## config.mk

```make
export PLATFORM = sky130hd
export DESIGN_NAME = c80_seq_flat
export DESIGN_NICKNAME = d
export VERILOG_FILES = /design/src/rtl/assert_macros.svh /design/src/rtl/c80_pkg.sv /design/src/rtl/c80_in_if.sv /design/src/rtl/c80_out_if.sv /design/src/rtl/c80_seq.sv /design/src/flat_wrapper.sv
export SDC_FILE = /design/constraint.sdc
export NUM_CORES = 1
export LEC_CHECK = 0
export BUFFER_PORTS_ARGS = -buffer_cell sky130_fd_sc_hd__buf_2
export CORE_UTILIZATION = 25
export CTS_CLUSTER_DIAMETER = 30
export DETAILED_ROUTE_END_ITERATION = 16
export HOLD_SLACK_MARGIN = 0.08
export PLACE_DENSITY_LB_ADDON = 0.1
export SLEW_MARGIN = 0
export SYNTH_ARGS = -nofsm -noshare
export SYNTH_HDL_FRONTEND = slang
export SYNTH_SLANG_ARGS = --single-unit
```

## constraint.sdc

```tcl
create_clock -name clk_i -period 8.35 [get_ports clk_i]
set_input_delay 0.4175 -clock clk_i [delete_from_list [all_inputs] [get_ports clk_i]]
set_output_delay 0.4175 -clock clk_i [all_outputs]
set_load 0.005 [all_outputs]
```

## src/rtl/assert_macros.svh

```systemverilog
// assertion helper macros used by the top-level rtl file
// no dependencies
`ifndef ASSERT_MACROS_SVH
`define ASSERT_MACROS_SVH

// same-cycle implication
`define ASSERT_SAME(lbl, clk, rst_n, ante, cons) \
  lbl: assert property (@(posedge clk) disable iff (!rst_n) (ante) |-> (cons)) \
    else $error("assertion failed");

// next-cycle implication
`define ASSERT_NEXT(lbl, clk, rst_n, ante, cons) \
  lbl: assert property (@(posedge clk) disable iff (!rst_n) (ante) |=> (cons)) \
    else $error("assertion failed");

`endif

```

## src/rtl/c80_pkg.sv

```systemverilog
// shared types and codes of the 8080 subset execute core
// no dependencies
package c80_pkg;

  localparam int MEM_ADDR_BITS_DEF = 16;

  localparam logic CMD_LOAD = 1'b0;
  localparam logic CMD_STEP = 1'b1;

  typedef enum logic [1:0] {
    ST_OK  = 2'd0,
    ST_HLT = 2'd1,
    ST_BAD = 2'd2
  } status_e;

  // register codes in opcode fields
  localparam logic [2:0] R_B = 3'd0;
  localparam logic [2:0] R_C = 3'd1;
  localparam logic [2:0] R_D = 3'd2;
  localparam logic [2:0] R_E = 3'd3;
  localparam logic [2:0] R_H = 3'd4;
  localparam logic [2:0] R_L = 3'd5;
  localparam logic [2:0] R_M = 3'd6;
  localparam logic [2:0] R_A = 3'd7;

  localparam logic [1:0] RP_BC = 2'd0;
  localparam logic [1:0] RP_DE = 2'd1;
  localparam logic [1:0] RP_HL = 2'd2;
  localparam logic [1:0] RP_SP = 2'd3;

  localparam logic [1:0] GRP_LOW = 2'b00;
  localparam logic [1:0] GRP_MOV = 2'b01;

  localparam logic [2:0] LO3_INR = 3'd4;
  localparam logic [2:0] LO3_DCR = 3'd5;
  localparam logic [2:0] LO3_MVI = 3'd6;
  localparam logic [3:0] LO4_LXI = 4'h1;
  localparam logic [3:0] LO4_INX = 4'h3;
  localparam logic [3:0] LO4_DAD = 4'h9;
  localparam logic [3:0] LO4_DCX = 4'hB;

  localparam logic [7:0] OP_NOP   = 8'h00;
  localparam logic [7:0] OP_STAXB = 8'h02;
  localparam logic [7:0] OP_RLC   = 8'h07;
  localparam logic [7:0] OP_LDAXB = 8'h0A;
  localparam logic [7:0] OP_RRC   = 8'h0F;
  localparam logic [7:0] OP_STAXD = 8'h12;
  localparam logic [7:0] OP_RAL   = 8'h17;
  localparam logic [7:0] OP_LDAXD = 8'h1A;
  localparam logic [7:0] OP_RAR   = 8'h1F;
  localparam logic [7:0] OP_SHLD  = 8'h22;
  localparam logic [7:0] OP_DAA   = 8'h27;
  localparam logic [7:0] OP_LHLD  = 8'h2A;
  localparam logic [7:0] OP_CMA   = 8'h2F;
  localparam logic [7:0] OP_STA   = 8'h32;
  localparam logic [7:0] OP_STC   = 8'h37;
  localparam logic [7:0] OP_LDA   = 8'h3A;
  localparam logic [7:0] OP_CMC   = 8'h3F;
  localparam logic [7:0] OP_HLT   = 8'h76;

  typedef struct packed {
    logic        en;
    logic        we;
    logic [15:0] addr;
    logic [7:0]  wdata;
  } mem_req_t;

  typedef struct packed {
    logic idle;
    logic halted;
    logic res_push;
    logic res_stop;
  } seq_stat_t;

  typedef struct packed {
    logic s;
    logic z;
    logic ac;
    logic p;
    logic c;
  } flags_t;

endpackage

```

## src/rtl/c80_in_if.sv

```systemverilog
// input channel of the 8080 subset execute core
// no dependencies
interface c80_in_if;
  logic        valid;
  logic        ready;
  logic        command;
  logic [15:0] mem_address;
  logic [7:0]  mem_data;

  modport source (output valid, command, mem_address, mem_data, input ready);
  modport sink (input valid, command, mem_address, mem_data, output ready);
endinterface

```

## src/rtl/c80_out_if.sv

```systemverilog
// result channel of the 8080 subset execute core
// no dependencies
interface c80_out_if;
  logic        valid;
  logic        ready;
  logic [1:0]  status;
  logic [7:0]  out_a;
  logic [7:0]  out_b;
  logic [7:0]  out_c;
  logic [7:0]  out_d;
  logic [7:0]  out_e;
  logic [7:0]  out_h;
  logic [7:0]  out_l;
  logic [15:0] out_sp;
  logic [15:0] out_pc;
  logic [7:0]  out_flags;

  modport source (output valid, status, out_a, out_b, out_c, out_d, out_e, out_h, out_l,
                  out_sp, out_pc, out_flags, input ready);
  modport sink (input valid, status, out_a, out_b, out_c, out_d, out_e, out_h, out_l,
                out_sp, out_pc, out_flags, output ready);
endinterface

```

## src/rtl/c80_seq.sv

```systemverilog
// instruction sequencer: register file, flags, pc/sp and result register
// depends on c80_pkg and the channel interfaces
module c80_seq (
  input  logic              clk_i,
  input  logic              rst_ni,
  input  logic              hold_i,
  c80_in_if.sink            in_i,
  c80_out_if.source         res_o,
  output c80_pkg::mem_req_t mem_req_o,
  input  logic [7:0]        rdata_i,
  output c80_pkg::seq_stat_t stat_o
);
  import c80_pkg::*;

  localparam logic [2:0] S_IDLE = 3'd0;
  localparam logic [2:0] S_OP   = 3'd1;
  localparam logic [2:0] S_B1   = 3'd2;
  localparam logic [2:0] S_B2   = 3'd3;
  localparam logic [2:0] S_D1   = 3'd4;
  localparam logic [2:0] S_D2   = 3'd5;
  localparam logic [2:0] S_FIN  = 3'd6;

  logic [2:0]  state_q, state_d;
  logic [7:0]  op_q, op_d, lo_q, lo_d;
  logic [15:0] adr_q, adr_d;
  logic [7:0]  a_q, a_d, b_q, b_d, c_q, c_d, d_q, d_d, e_q, e_d, h_q, h_d, l_q, l_d;
  logic [15:0] sp_q, sp_d, pc_q, pc_d;
  flags_t      fl_q, fl_d;
  logic        halted_q, halted_d;
  status_e     status_q, status_d;
  logic        ovalid_q, ovalid_d;
  status_e     rstat_q;
  logic [7:0]  ra_q, rb_q, rc_q, rd_q, re_q, rh_q, rl_q, rf_q;
  logic [15:0] rsp_q, rpc_q;

  logic [7:0]  op, src_v, dst_v, base_v, res8, wr_v;
  logic [2:0]  dst, src, wr_sel;
  logic [1:0]  rp, rpw_sel;
  logic [15:0] hl, rp_v, adr, rpw_v;
  logic [16:0] sum;
  logic        ac, wr_en, rpw_en, set_f, accept, out_free, push;
  mem_req_t    req;

  assign accept   = in_i.valid && in_i.ready;
  assign out_free = !ovalid_q || res_o.ready;
  assign in_i.ready = (state_q == S_IDLE) && !hold_i;

  always_comb begin
    op  = (state_q == S_OP) ? rdata_i : op_q;
    dst = op[5:3];
    src = op[2:0];
    rp  = op[5:4];
    hl  = {h_q, l_q};
    adr = {rdata_i, lo_q};
    case (src)
      R_B:     src_v = b_q;
      R_C:     src_v = c_q;
      R_D:     src_v = d_q;
      R_E:     src_v = e_q;
      R_H:     src_v = h_q;
      R_L:     src_v = l_q;
      R_A:     src_v = a_q;
      default: src_v = rdata_i;
    endcase
    case (dst)
      R_B:     dst_v = b_q;
      R_C:     dst_v = c_q;
      R_D:     dst_v = d_q;
      R_E:     dst_v = e_q;
      R_H:     dst_v = h_q;
      R_L:     dst_v = l_q;
      R_A:     dst_v = a_q;
      default: dst_v = rdata_i;
    endcase
    case (rp)
      RP_BC:   rp_v = {b_q, c_q};
      RP_DE:   rp_v = {d_q, e_q};
      RP_HL:   rp_v = hl;
      default: rp_v = sp_q;
    endcase
    sum    = {1'b0, hl} + {1'b0, rp_v};
    base_v = (state_q == S_D1) ? rdata_i : dst_v;
    // op bit 0 tells dcr from inr
    res8   = op[0] ? (base_v - 8'd1) : (base_v + 8'd1);
    ac     = op[0] ? (base_v[3:0] != 4'h0) : (base_v[3:0] == 4'hF);

    state_d = state_q; op_d = op_q; lo_d = lo_q; adr_d = adr_q;
    a_d = a_q; b_d = b_q; c_d = c_q; d_d = d_q; e_d = e_q; h_d = h_q; l_d = l_q;
    sp_d = sp_q; pc_d = pc_q; fl_d = fl_q; halted_d = halted_q; status_d = status_q;
    req = '0;
    wr_en = 1'b0; wr_sel = dst; wr_v = src_v;
    rpw_en = 1'b0; rpw_sel = rp; rpw_v = adr;
    set_f = 1'b0; push = 1'b0;

    case (state_q)
      S_IDLE: begin
        if (accept) begin
          state_d  = S_FIN;
          status_d = ST_OK;
          if (in_i.command == CMD_LOAD) begin
            req = '{en: 1'b1, we: 1'b1, addr: in_i.mem_address, wdata: in_i.mem_data};
          end else if (halted_q) begin
            status_d = ST_HLT;
          end else begin
            req = '{en: 1'b1, we: 1'b0, addr: pc_q, wdata: 8'h00};
            pc_d = pc_q + 16'd1;
            state_d = S_OP;
          end
        end
      end
      S_OP: begin
        op_d    = rdata_i;
        state_d = S_FIN;
        if (op == OP_HLT) begin
          halted_d = 1'b1;
          status_d = ST_HLT;
        end else if (op[7:6] == GRP_MOV) begin
          if (src == R_M) begin
            req = '{en: 1'b1, we: 1'b0, addr: hl, wdata: 8'h00};
            state_d = S_D1;
          end else if (dst == R_M) begin
            req = '{en: 1'b1, we: 1'b1, addr: hl, wdata: src_v};
          end else begin
            wr_en = 1'b1;
          end
        end else if (op[7:6] != GRP_LOW) begin
          halted_d = 1'b1;
          status_d = ST_BAD;
        end else if (src == LO3_INR || src == LO3_DCR) begin
          if (dst == R_M) begin
            req = '{en: 1'b1, we: 1'b0, addr: hl, wdata: 8'h00};
            state_d = S_D1;
          end else begin
            wr_en = 1'b1;
            wr_v  = res8;
            set_f = 1'b1;
          end
        end else if (src == LO3_MVI || op[3:0] == LO4_LXI || op == OP_SHLD ||
                     op == OP_LHLD || op == OP_STA || op == OP_LDA) begin
          req = '{en: 1'b1, we: 1'b0, addr: pc_q, wdata: 8'h00};
          pc_d = pc_q + 16'd1;
          state_d = S_B1;
        end else if (op[3:0] == LO4_INX) begin
          rpw_en = 1'b1;
          rpw_v  = rp_v + 16'd1;
        end else if (op[3:0] == LO4_DCX) begin
          rpw_en = 1'b1;
          rpw_v  = rp_v - 16'd1;
        end else if (op[3:0] == LO4_DAD) begin
          rpw_en  = 1'b1;
          rpw_sel = RP_HL;
          rpw_v   = sum[15:0];
          fl_d.c  = sum[16];
        end else begin
          case (op)
            OP_NOP, OP_DAA: ;
            OP_STAXB, OP_STAXD: req = '{en: 1'b1, we: 1'b1, addr: rp_v, wdata: a_q};
            OP_LDAXB, OP_LDAXD: begin
              req = '{en: 1'b1, we: 1'b0, addr: rp_v, wdata: 8'h00};
              state_d = S_D1;
            end
            OP_RLC: begin
              fl_d.c = a_q[7];
              a_d    = {a_q[6:0], a_q[7]};
            end
            OP_RRC: begin
              fl_d.c = a_q[0];
              a_d    = {a_q[0], a_q[7:1]};
            end
            OP_RAL: begin
              fl_d.c = a_q[7];
              a_d    = {a_q[6:0], fl_q.c};
            end
            OP_RAR: begin
              fl_d.c = a_q[0];
              a_d    = {fl_q.c, a_q[7:1]};
            end
            OP_CMA: a_d = ~a_q;
            OP_STC: fl_d.c = 1'b1;
            OP_CMC: fl_d.c = ~fl_q.c;
            default: begin
              halted_d = 1'b1;
              status_d = ST_BAD;
            end
          endcase
        end
      end
      S_B1: begin
        if (src == LO3_MVI) begin
          state_d = S_FIN;
          if (dst == R_M) begin
            req = '{en: 1'b1, we: 1'b1, addr: hl, wdata: rdata_i};
          end else begin
            wr_en = 1'b1;
            wr_v  = rdata_i;
          end
        end else begin
          lo_d = rdata_i;
          req  = '{en: 1'b1, we: 1'b0, addr: pc_q, wdata: 8'h00};
          pc_d = pc_q + 16'd1;
          state_d = S_B2;
        end
      end
      S_B2: begin
        state_d = S_FIN;
        adr_d   = adr + 16'd1;
        if (op[3:0] == LO4_LXI) begin
          rpw_en = 1'b1;
        end else begin
          case (op)
            OP_SHLD: begin
              req = '{en: 1'b1, we: 1'b1, addr: adr, wdata: l_q};
              state_d = S_D2;
            end
            OP_LHLD, OP_LDA: begin
              req = '{en: 1'b1, we: 1'b0, addr: adr, wdata: 8'h00};
              state_d = S_D1;
            end
            default: req = '{en: 1'b1, we: 1'b1, addr: adr, wdata: a_q};
          endcase
        end
      end
      S_D1: begin
        state_d = S_FIN;
        if (op[7:6] == GRP_MOV) begin
          wr_en = 1'b1;
          wr_v  = rdata_i;
        end else if (src == LO3_INR || src == LO3_DCR) begin
          req   = '{en: 1'b1, we: 1'b1, addr: hl, wdata: res8};
          set_f = 1'b1;
        end else if (op == OP_LHLD) begin
          l_d = rdata_i;
          req = '{en: 1'b1, we: 1'b0, addr: adr_q, wdata: 8'h00};
          state_d = S_D2;
        end else begin
          a_d = rdata_i;
        end
      end
      S_D2: begin
        state_d = S_FIN;
        if (op == OP_SHLD) begin
          req = '{en: 1'b1, we: 1'b1, addr: adr_q, wdata: h_q};
        end else begin
          h_d = rdata_i;
        end
      end
      S_FIN: begin
        if (out_free) begin
          push    = 1'b1;
          state_d = S_IDLE;
        end
      end
      default: state_d = S_IDLE;
    endcase

    if (wr_en) begin
      case (wr_sel)
        R_B:     b_d = wr_v;
        R_C:     c_d = wr_v;
        R_D:     d_d = wr_v;
        R_E:     e_d = wr_v;
        R_H:     h_d = wr_v;
        R_L:     l_d = wr_v;
        default: a_d = wr_v;
      endcase
    end
    if (rpw_en) begin
      case (rpw_sel)
        RP_BC:   {b_d, c_d} = rpw_v;
        RP_DE:   {d_d, e_d} = rpw_v;
        RP_HL:   {h_d, l_d} = rpw_v;
        default: sp_d = rpw_v;
      endcase
    end
    if (set_f) begin
      fl_d.s  = res8[7];
      fl_d.z  = (res8 == 8'h00);
      fl_d.p  = ~^res8;
      fl_d.ac = ac;
    end

    ovalid_d = ovalid_q;
    if (ovalid_q && res_o.ready) ovalid_d = 1'b0;
    if (push) ovalid_d = 1'b1;
  end

  assign mem_req_o = req;

  always_ff @(posedge clk_i or negedge rst_ni) begin
    if (!rst_ni) begin
      state_q <= S_IDLE;
      a_q <= '0; b_q <= '0; c_q <= '0; d_q <= '0; e_q <= '0; h_q <= '0; l_q <= '0;
      sp_q <= '0; pc_q <= '0; fl_q <= '0; halted_q <= 1'b0;
      status_q <= ST_OK;
      ovalid_q <= 1'b0;
    end else begin
      state_q <= state_d;
      a_q <= a_d; b_q <= b_d; c_q <= c_d; d_q <= d_d; e_q <= e_d; h_q <= h_d; l_q <= l_d;
      sp_q <= sp_d; pc_q <= pc_d; fl_q <= fl_d; halted_q <= halted_d;
      status_q <= status_d;
      ovalid_q <= ovalid_d;
    end
  end

  always_ff @(posedge clk_i) begin
    op_q  <= op_d;
    lo_q  <= lo_d;
    adr_q <= adr_d;
    if (push) begin
      rstat_q <= status_q;
      ra_q <= a_q; rb_q <= b_q; rc_q <= c_q; rd_q <= d_q;
      re_q <= e_q; rh_q <= h_q; rl_q <= l_q;
      rsp_q <= sp_q; rpc_q <= pc_q;
      rf_q <= {fl_q.s, fl_q.z, 1'b0, fl_q.ac, 1'b0, fl_q.p, 1'b0, fl_q.c};
    end
  end

  assign res_o.valid     = ovalid_q;
  assign res_o.status    = rstat_q;
  assign res_o.out_a     = ra_q;
  assign res_o.out_b     = rb_q;
  assign res_o.out_c     = rc_q;
  assign res_o.out_d     = rd_q;
  assign res_o.out_e     = re_q;
  assign res_o.out_h     = rh_q;
  assign res_o.out_l     = rl_q;
  assign res_o.out_sp    = rsp_q;
  assign res_o.out_pc    = rpc_q;
  assign res_o.out_flags = rf_q;

  assign stat_o = '{idle: (state_q == S_IDLE), halted: halted_q, res_push: push,
                    res_stop: (status_q != ST_OK)};
endmodule

```

## src/flat_wrapper.sv

```systemverilog
// flat-port wrapper written by rule: the top's interface ports become plain ports
module c80_seq_flat import c80_pkg::*;
  (clk_i, rst_ni, hold_i, mem_req_o, rdata_i, stat_o, in_i_valid, in_i_command, in_i_mem_address, in_i_mem_data, in_i_ready, res_o_valid, res_o_status, res_o_out_a, res_o_out_b, res_o_out_c, res_o_out_d, res_o_out_e, res_o_out_h, res_o_out_l, res_o_out_sp, res_o_out_pc, res_o_out_flags, res_o_ready);
  c80_in_if in_i_i ();
  c80_out_if res_o_i ();
  input  logic clk_i;
  input  logic rst_ni;
  input  logic hold_i;
  output c80_pkg::mem_req_t mem_req_o;
  input  logic [7:0] rdata_i;
  output c80_pkg::seq_stat_t stat_o;
  input wire logic [$bits(in_i_i.valid)-1:0] in_i_valid;
  input wire logic [$bits(in_i_i.command)-1:0] in_i_command;
  input wire logic [$bits(in_i_i.mem_address)-1:0] in_i_mem_address;
  input wire logic [$bits(in_i_i.mem_data)-1:0] in_i_mem_data;
  output wire logic [$bits(in_i_i.ready)-1:0] in_i_ready;
  output wire logic [$bits(res_o_i.valid)-1:0] res_o_valid;
  output wire logic [$bits(res_o_i.status)-1:0] res_o_status;
  output wire logic [$bits(res_o_i.out_a)-1:0] res_o_out_a;
  output wire logic [$bits(res_o_i.out_b)-1:0] res_o_out_b;
  output wire logic [$bits(res_o_i.out_c)-1:0] res_o_out_c;
  output wire logic [$bits(res_o_i.out_d)-1:0] res_o_out_d;
  output wire logic [$bits(res_o_i.out_e)-1:0] res_o_out_e;
  output wire logic [$bits(res_o_i.out_h)-1:0] res_o_out_h;
  output wire logic [$bits(res_o_i.out_l)-1:0] res_o_out_l;
  output wire logic [$bits(res_o_i.out_sp)-1:0] res_o_out_sp;
  output wire logic [$bits(res_o_i.out_pc)-1:0] res_o_out_pc;
  output wire logic [$bits(res_o_i.out_flags)-1:0] res_o_out_flags;
  input wire logic [$bits(res_o_i.ready)-1:0] res_o_ready;
  assign in_i_i.valid = in_i_valid;
  assign in_i_i.command = in_i_command;
  assign in_i_i.mem_address = in_i_mem_address;
  assign in_i_i.mem_data = in_i_mem_data;
  assign in_i_ready = in_i_i.ready;
  assign res_o_valid = res_o_i.valid;
  assign res_o_status = res_o_i.status;
  assign res_o_out_a = res_o_i.out_a;
  assign res_o_out_b = res_o_i.out_b;
  assign res_o_out_c = res_o_i.out_c;
  assign res_o_out_d = res_o_i.out_d;
  assign res_o_out_e = res_o_i.out_e;
  assign res_o_out_h = res_o_i.out_h;
  assign res_o_out_l = res_o_i.out_l;
  assign res_o_out_sp = res_o_i.out_sp;
  assign res_o_out_pc = res_o_i.out_pc;
  assign res_o_out_flags = res_o_i.out_flags;
  assign res_o_i.ready = res_o_ready;
  c80_seq u_core (.clk_i(clk_i), .rst_ni(rst_ni), .hold_i(hold_i), .in_i(in_i_i), .res_o(res_o_i), .mem_req_o(mem_req_o), .rdata_i(rdata_i), .stat_o(stat_o));
endmodule
```

# Yosys cells after proc, flatten, opt, wreduce, memory -nomap -nowiden
# Index checks and enable logic that the tools add are counted.
# classes
reduce_logical	42
add_sub_neg	7
muxes	187
bitwise_logic	11
eq_ne	71
# op_table
op	n
two-way mux 26 bit	21
two-way mux 8 bit	54
two-way mux 16 bit	18
case mux 26 bit (6 select lines)	1
case mux 8 bit (7 select lines)	2
case mux 16 bit (3 select lines)	2
equality test 8 x 6 -> 1 bit, second input constant	8
case mux 26 bit (2 select lines)	1
case mux 25 bit (2 select lines)	1
adder 16 x 1 -> 16 bit, second input constant	3
two-way mux 2 bit	24
two-way mux 3 bit	16
case mux 8 bit (5 select lines)	1
two-way mux 1 bit	37
equality test 3 bit, second input constant	11
equality test 8 x 5 -> 1 bit, second input constant	4
!= test 4 bit, second input constant	6
case mux 8 bit (3 select lines)	1
case mux 3 bit (7 select lines)	1
equality test 3 x 2 -> 1 bit, second input constant	6
!= test 3 x 1 -> 1 bit, second input constant	6
AND reduction 9 bit	2
adder 16 x 16 -> 17 bit	1
equality test 8 x 4 -> 1 bit, second input constant	2
other kinds (40)	89
# totals
regBits	227
elab_cells	350
output_inout_bits	130

# Longest topological paths before layout
# Gate-level depths: netlist of the first run.
# logic_depth
ltp_word	18
ltp_mapped	24

# Worst setup path before layout of the first run
# OpenSTA, ideal clock, no wires.
# synth_timing
path_type	register to output
startpoint	reg u_core.state_q[1]
endpoint	out stat_o[1] (netlist bit)
path_stages_with_launch	6
slack_ns	2.158
arrival_time_ns	5.775
t_required_ns	7.933
path_cell_list	dfrtp_1 > clkbuf_1 > clkbuf_1 > nand3b_1 > nor2b_1 > buf_4
# synth_lines
item	line_no	rtl
from (decl)	c80_seq.sv:23	logic [2:0] state_q, state_d;
from (signal assigned)	c80_seq.sv:297	state_q <= state_d;
to (decl)	flat_wrapper.sv:11	output c80_pkg::seq_stat_t stat_o;

==> results of run 1 <==
[flip-flops by register name, summed over array words and instances (netlist names), 16 cells and up]
name                 cells
u_core.sp_q             16
u_core.res_o.out_pc     16
u_core.pc_q             16
u_core.adr_q            16
u_core.res_o.out_sp     16
[cells in the mapped netlist (8+ instances only)]
cell,number
xnor2_1,56
nor3_1,22
a221o_1,8
a21oi_1,110
a21o_1,22
buf_1,10
o31ai_1,8
nor2b_1,11
o22ai_1,18
a211oi_1,19
ha_1,31
mux2i_1,84
a222oi_1,29
nor2_1,158
nand4_1,11
nand2_1,219
a31oi_1,8
mux2_2,37
edfxtp_1,119
a211o_1,19
and3_1,15
xor2_1,19
dfrtp_1,100
clkbuf_1,94
dfxtp_1,8
o211ai_1,30
and2_1,8
a221oi_1,42
buf_2,15
nand3b_1,8
o21ai_0,137
nand3_1,47
nor4_1,10
a22oi_1,14
o21a_1,11
nand2b_1,11
inv_1,23
[worst paths after layout]
| kind | to | slack (ns) | depth (start not counted) |
|---|---|---|---|
| worst max register to register | u_core.sp_q[11] | 1.77 | 16 |
| worst min register to register | u_core.res_o.out_flags[7] | 0.45 | 0 |
| max in group asynchronous | u_core.l_q[1] | 6.56 | 3 |
| min in group asynchronous | u_core.pc_q[1] | 0.38 | 2 |
| worst max-delay path | mem_req_o[7] | 1.37 | 15 |
| worst min-delay path | u_core.res_o.valid | 0.16 | 3 |
[per-layer routing]
layer  up-vias  global-route usage, %  share of wire (%)
met4         2                   12.1                4.8
met1      7714                   33.0                 43
met3       199                   4.37                6.7
li1       6831                      -                  -
met5         -                      0              0.016
met2       730                   39.8                 46
[repair_timing]
item | CTS | global route
hold buffers | 1 | 0
buffers inserted | 0 | 0
hold endpoints to repair | 40 | 0
endpoints found under the setup margin | 0 | 0
[cells by family (layout without fill, tap and decap cells)]
kind of cell	count (synthesis)	after routing	share of synthesized area [%]
flops	227	227	40.2
fa+ha+maj	33	33	2.76
xor+xnor	75	75	4.23
buf+inv	157	391	4.28
compound gates	537	537	23.4
simple gates	555	555	16.3
mux	128	128	8.84
other cells	1	5	0.0242
[critical path: stages (launching register included)]
cell and delay (ns):
dfrtp_1 0.57, or3b_2 0.81, mux2i_4 0.69, inv_4 0.39
nor2_1 0.31, o21ai_0 0.16, a31oi_1 0.42, ha_1 0.30
nor4bb_1 0.31, o21ai_0 0.18, o211ai_1 0.19, o31ai_1 0.15
xnor2_1 0.62, inv_1 0.37, o221ai_1 0.31, buf_2 0.16
[power groups by stage]
stage,registers (mW),logic [mW],clock network (mW)
floorplan,1.86,3.47,0
global placement,2.12,5.47,0
detailed placement,2.12,5.47,0
CTS,2.10,5.49,2.81
global route,2.14,5.92,2.88
finish,2.11,5.55,2.76
[layout make-up]
class                      count  area (um2)
antenna                        2        5.00
clock buffer                  94        2010
clock inverter                45         488
fill                        6429       41000
inverter                      27         104
multi-input combinational   1331        8660
sequential                   227        6240
tap                          782         978
timing repair buffer         225        1280
==> reports/metrics.cfg, run 1 <==
[status]
status=complete, no violations

[timing]
grt_setup_unrepaired=false
slew_viol_final=0
hold_viol=0
worst_pin_slew_ns=1.26
maxSlewHeadroom_pct=15.5
finalSetupTns_ns=0
period_share_pct=83.6
finClkSkew_ns=0.0400
hold_slack_ns=0.157
fin_crit_ns=6.98
finalSetupViolCount=0
fmax_ghz=0.143
setup_slack_ns=1.37

[layout]
final_core_utilization_pct=32.5
area_delta_synth_final_pct=27.4
final_net_count=1958
layout_commonest_cell=nand2_1
fin_area_mm2=0.0198
final_cell_mix=nand2_1, buf_2, nor2_1, o21ai_0, edfxtp_1
instances_no_fill=2733
drive_above_1_share_pct=21.7

[die]
start_util_pct=25.5
rows=90
fp.coreArea_mm2=0.0608
die_area_mm2=0.0631
pin_count=168
die-height_um=251
chipWidth_um=251

[logic_synthesis]
syn_inst=1713
ys.warnings.count=0
synthArstFlopShare_pct=44.1
synth.avg_cell_area_um2=9.06
synth_area_leader_cell=edfxtp_1
synth_flop_cell=edfxtp_1
yosys-top-cells-area=edfxtp_1, dfrtp_1, mux2i_1
ys_ff_latch=227
synth_cell_type_count=90
synth_edf_count=119
synth_area_mm2=0.0155
yosysSeqAreaShare_pct=40.2
netlist.area_leader.share_pct=23.0

[setup_path]
crit_type=flip-flop to output pin
start_kind=flip-flop
arrival_ns=6.56
required_ns=7.93
reg2reg_from=u_core.state_q[1]
crit_path_max_fanout=35
crit_path_start=u_core.state_q[1]
end_kind=output pin

[grt]
grt_max_degree=61
antenna_found_initial=2
gr-usage-all-layers_pct=25.1
grt_pass1_vias=15003
grt_overflow=0
grt_pass1_wl_um=113000

[pwr]
pwr-share-comb_pct=53.3
power_mw=10.4
p_int_mw=5.40
ir_worst_vdd_v=0.000219
p_switching_mw=5.02
pwr-share-clk_pct=26.5
power.leakage_nw=8.09
seq_power_share_pct=20.2
powerDensity_mw_per_mm2=527
swShare_pct=48.2

[route]
wl_um=80500
vias=15476
drc=0
postRouteAntennaNets=0
routed_via_density=5.66
drt_iter0_markers=1766
dr.pass1.iters=8
wl_per_cell_um=29.4

[clock_network]
cts_max_level=3
cts_made_buffers=75
cts_root_buffer=clkbuf_16
cts.sinks=227
cts.reportedPaths.clkPinSlew_ns=0.04
cts_resized=0
worstSkewPairLatency_ns=0.62
clk_path_buf_depth=3
cts_tree=yes

[placed_design]
place_area_mm2=0.0173
dp_slack_ns=1.98
io_buffer_count=164
gp_congestion=0.947
dp_hpwl_um=57300
post-place-cells=2591

[worst_hold_path]
hp-start=res_o_ready
hp-class=input pin to flip-flop

[run]
timing.max_cap.violations=0

No activity file was read; power rests on OpenSTA's default activity.
==> inputs of run 2 (changes only) <==
ABC_AREA = 1   (was default)
clock period = 6.55 ns   (was 8.35 ns; I/O delays follow)
==> reports/metrics.cfg, run 2 <==
[layout]
final_cell_mix=nand2_1, inv_1, nor2_1, buf_2, o21ai_0
final_net_count=2310  ; +18%
area_delta_synth_final_pct=26.8
layout_commonest_cell=nand2_1
n_antenna_cell=0  ; -2
drive_above_1_share_pct=17.9  ; -3.8 points

[logic_synthesis]
netlist.area_leader.share_pct=23.1  ; +0.11 points
yosys-top-cells-count=nand2_1, inv_1, nor2_1, o21ai_0, nand3_1
synth_xor_area_share_pct=2.89  ; -1.3 points
synth_area_mm2=0.0154  ; -0.46%
synth.avg_cell_area_um2=7.58  ; -16%
synthAdderAreaFrac_pct=2.77  ; +0.013 points
synthArstFlopShare_pct=44.1  ; unchanged
yosysSeqAreaShare_pct=40.4  ; +0.19 points
synth_flop_cell=edfxtp_1
ys.warnings.count=0  ; unchanged
synth_area_leader_cell=edfxtp_1
synth_compound_area_share_pct=19.4  ; -4.0 points
syn_inst=2037  ; +19%
yosys-top-cells-area=edfxtp_1, dfrtp_1, nand2_1
synth_edf_count=119  ; unchanged
muxShareOfSynthArea_pct=0.0648  ; -8.8 points
synth_most_common_cell=nand2_1
synth_cell_type_count=65  ; -28%
ys_ff_latch=227  ; unchanged
synth_top_family_by_area=simple AND/OR/NAND/NOR gates
synth-simple-area-share_pct=26.4  ; +10 points

[grt]
grt_max_degree=62  ; +1.6%
grt_pass1_vias=15612  ; +4.1%
gr-usage-all-layers_pct=26.1  ; +1.0 points
grt_overflow=0  ; unchanged
antenna_found_initial=5  ; +3
grt_pass1_wl_um=117000  ; +3.4%

[route]
dr.pass1.iters=5  ; -3
wl_met2_um=36200  ; -1.4%
met3_length_um=6660  ; +23%
drc=0  ; unchanged
routed_via_density=5.41  ; -4.5%
wl_um=83300  ; +3.6%
met1_length_um=37300  ; +8.3%
postRouteAntennaNets=0  ; unchanged
dr.max_layer_used=met4
wl_per_cell_um=27.1  ; -8.1%
drt_iter0_markers=1794  ; +1.6%
vias=16652  ; +7.6%

[clock_network]
cts_hold_buf=2  ; +1
cts.reportedPaths.clkPinSlew_ns=0.04  ; about the same
cts_made_buffers=70  ; -6.7%
postCtsSetupBuffers=0  ; unchanged
cts_root_buffer=clkbuf_16
cts_resized=0  ; unchanged
cts_max_level=3  ; unchanged
cts.sinks=227  ; unchanged
worstSkewPairLatency_ns=0.61  ; about the same
clk_path_buf_depth=3  ; unchanged
cts_tree=yes

[timing]
grt_setup_unrepaired=false
hold_viol=0  ; unchanged
setup_slack_ns=0.527  ; -0.844 ns
fmax_ghz=0.166
finalSetupViolCount=0  ; unchanged
finClkSkew_ns=0.0306  ; -0.00940 ns
slew_viol_final=0  ; unchanged
fin_crit_ns=6.02
finalSetupTns_ns=0  ; unchanged
maxSlewHeadroom_pct=22.3  ; +6.8 points
worst_pin_slew_ns=1.17  ; -0.0916 ns
period_share_pct=91.9

[setup_path]
crit_type=flip-flop to output pin
path_cells=inv_2 -> nand3_2 -> o21ai_2 -> buf_4 -> nand3_2 -> nand2_2 -> inv_1 -> o21ai_0 -> fa_1 -> nand3_1 -> nand2_1 -> xor2_1 -> inv_1 -> o221ai_1 -> a221oi_1 -> o21ai_0 -> buf_2
timing.critical_path.buf_inv=5  ; +2
end_kind=output pin
critical-path-top-delay-family=compound AO/OA/AOI/OAI gates
crit_path_max_fanout=22  ; -37%
start_kind=flip-flop
cpMaxStageDelayCell=o21ai_0
arrival_ns=5.70  ; -0.86 ns
required_ns=6.22  ; -1.71 ns
critPathMaxStageDelay_ns=0.84  ; +0.03 ns

[placed_design]
dp_hpwl_um=63200  ; +10%
gp_congestion=1.01  ; +6.7%
dp_slack_ns=1.15  ; -0.827 ns
io_buffer_count=164  ; unchanged

[pwr]
pwr-share-comb_pct=54.9  ; +1.6 points
p_switching_mw=6.96  ; +39%
pwr-share-clk_pct=25.5  ; -1.0 points
p_int_mw=6.54  ; +21%
swShare_pct=51.6  ; +3.4 points
seq_power_share_pct=19.6  ; -0.6 points
power.leakage_nw=8.80  ; +8.9%
ir_worst_vdd_v=0.000555  ; +150%
powerDensity_mw_per_mm2=689  ; +31%

[die]
start_util_pct=25.4  ; -0.070 points
pin_count=168  ; unchanged
fp.coreArea_mm2=0.0607  ; -0.19%
die-height_um=251  ; -0.23%
die_area_mm2=0.0628  ; -0.45%
chipWidth_um=251  ; -0.23%
rows=90  ; unchanged

[run]
timing.max_cap.violations=0  ; unchanged

[worst_hold_path]
hp-class=input pin to flip-flop

[status]
status=complete, no violations

run 2: cell count changes after synthesis, sizes merged, moves of 41 or more:
cell / before / now
mux2i: 91 / 1
clkbuf: 95 / 26
xnor2: 56 / 8
nand2: 219 / 539
o21ai: 144 / 185
inv: 27 / 224
nand3: 47 / 142
run 2: logic make-up after synthesis:
kind of cell / Yosys count
other: 1
buffers and inverters: 297
adders and majority gates: 33
AOI/OAI and AO/OA: 489
muxes: 1
and+or+nand+nor: 938
DFF: 227
xor gates and xnor gates: 51
run 2: worst reg2reg max path, delay by kind of cell (launching register included):
kind | cells | cell delay, ns
buffers and inverters | 5 | 0.45
flip-flops | 1 | 0.43
AND/OR/NAND/NOR | 14 | 2.98
adder cells (fa/ha/maj) | 1 | 0.35
AO/OA/AOI/OAI | 5 | 1.25
run 2: power groups by stage:
stage / clock (mW) / sequential (mW) / combinational (mW)
detailed placement: 0 / 2.66 / 7.22
global route: 3.59 / 2.68 / 7.90
floorplan: 0 / 2.40 / 4.43
CTS: 3.51 / 2.64 / 7.26
finish: 3.45 / 2.65 / 7.41
global placement: 0 / 2.66 / 7.26
run 2: layout make-up:
class | instances | area [um2]
Fill cell | 6565 | 41100
Multi-Input combinational cell | 1515 | 7990
Sequential cell | 227 | 6240
Clock buffer | 98 | 2010
Timing Repair Buffer | 197 | 1090
Tap cell | 782 | 978
Inverter | 228 | 858
Clock inverter | 32 | 422
run 2: metal layers:
metal  vias up  global-route usage, %
li1       7434                      -
met1      8176                   36.9
met2       883                   39.0
met3       159                   4.51
met4         0                   11.2
met5         -                      0
run 2: final timing paths:
path / startpoint / end / slack, ns / depth (start not counted)
max: u_core.state_q[2] / mem_req_o[4] / 0.53 / 17
min reg2reg: u_core.sp_q[7] / u_core.res_o.out_sp[7] / 0.44 / 0
max in group asynchronous: rst_ni / u_core.d_q[5] / 4.85 / 3
min in group asynchronous: rst_ni / u_core.pc_q[2] / 0.29 / 2
min: rdata_i[6] / u_core.lo_q[6] / 0.12 / 1
max reg2reg: u_core.state_q[2] / u_core.d_q[3] / 0.95 / 25
run 2: metrics by stage:
step	hold slack, ns	power [mW]	instances	util [%]	area [um2]
after floorplan	0.0319	6.82	2039	-	15500
after global placement	0.389	9.92	2947	28.2	17100
after detailed placement	0.392	9.88	2947	28.2	17100
after CTS	0.109	13.4	3079	32.3	19600
after global routing	0.114	14.2	3079	32.3	19600
final	0.125	13.5	3079	32.3	19600
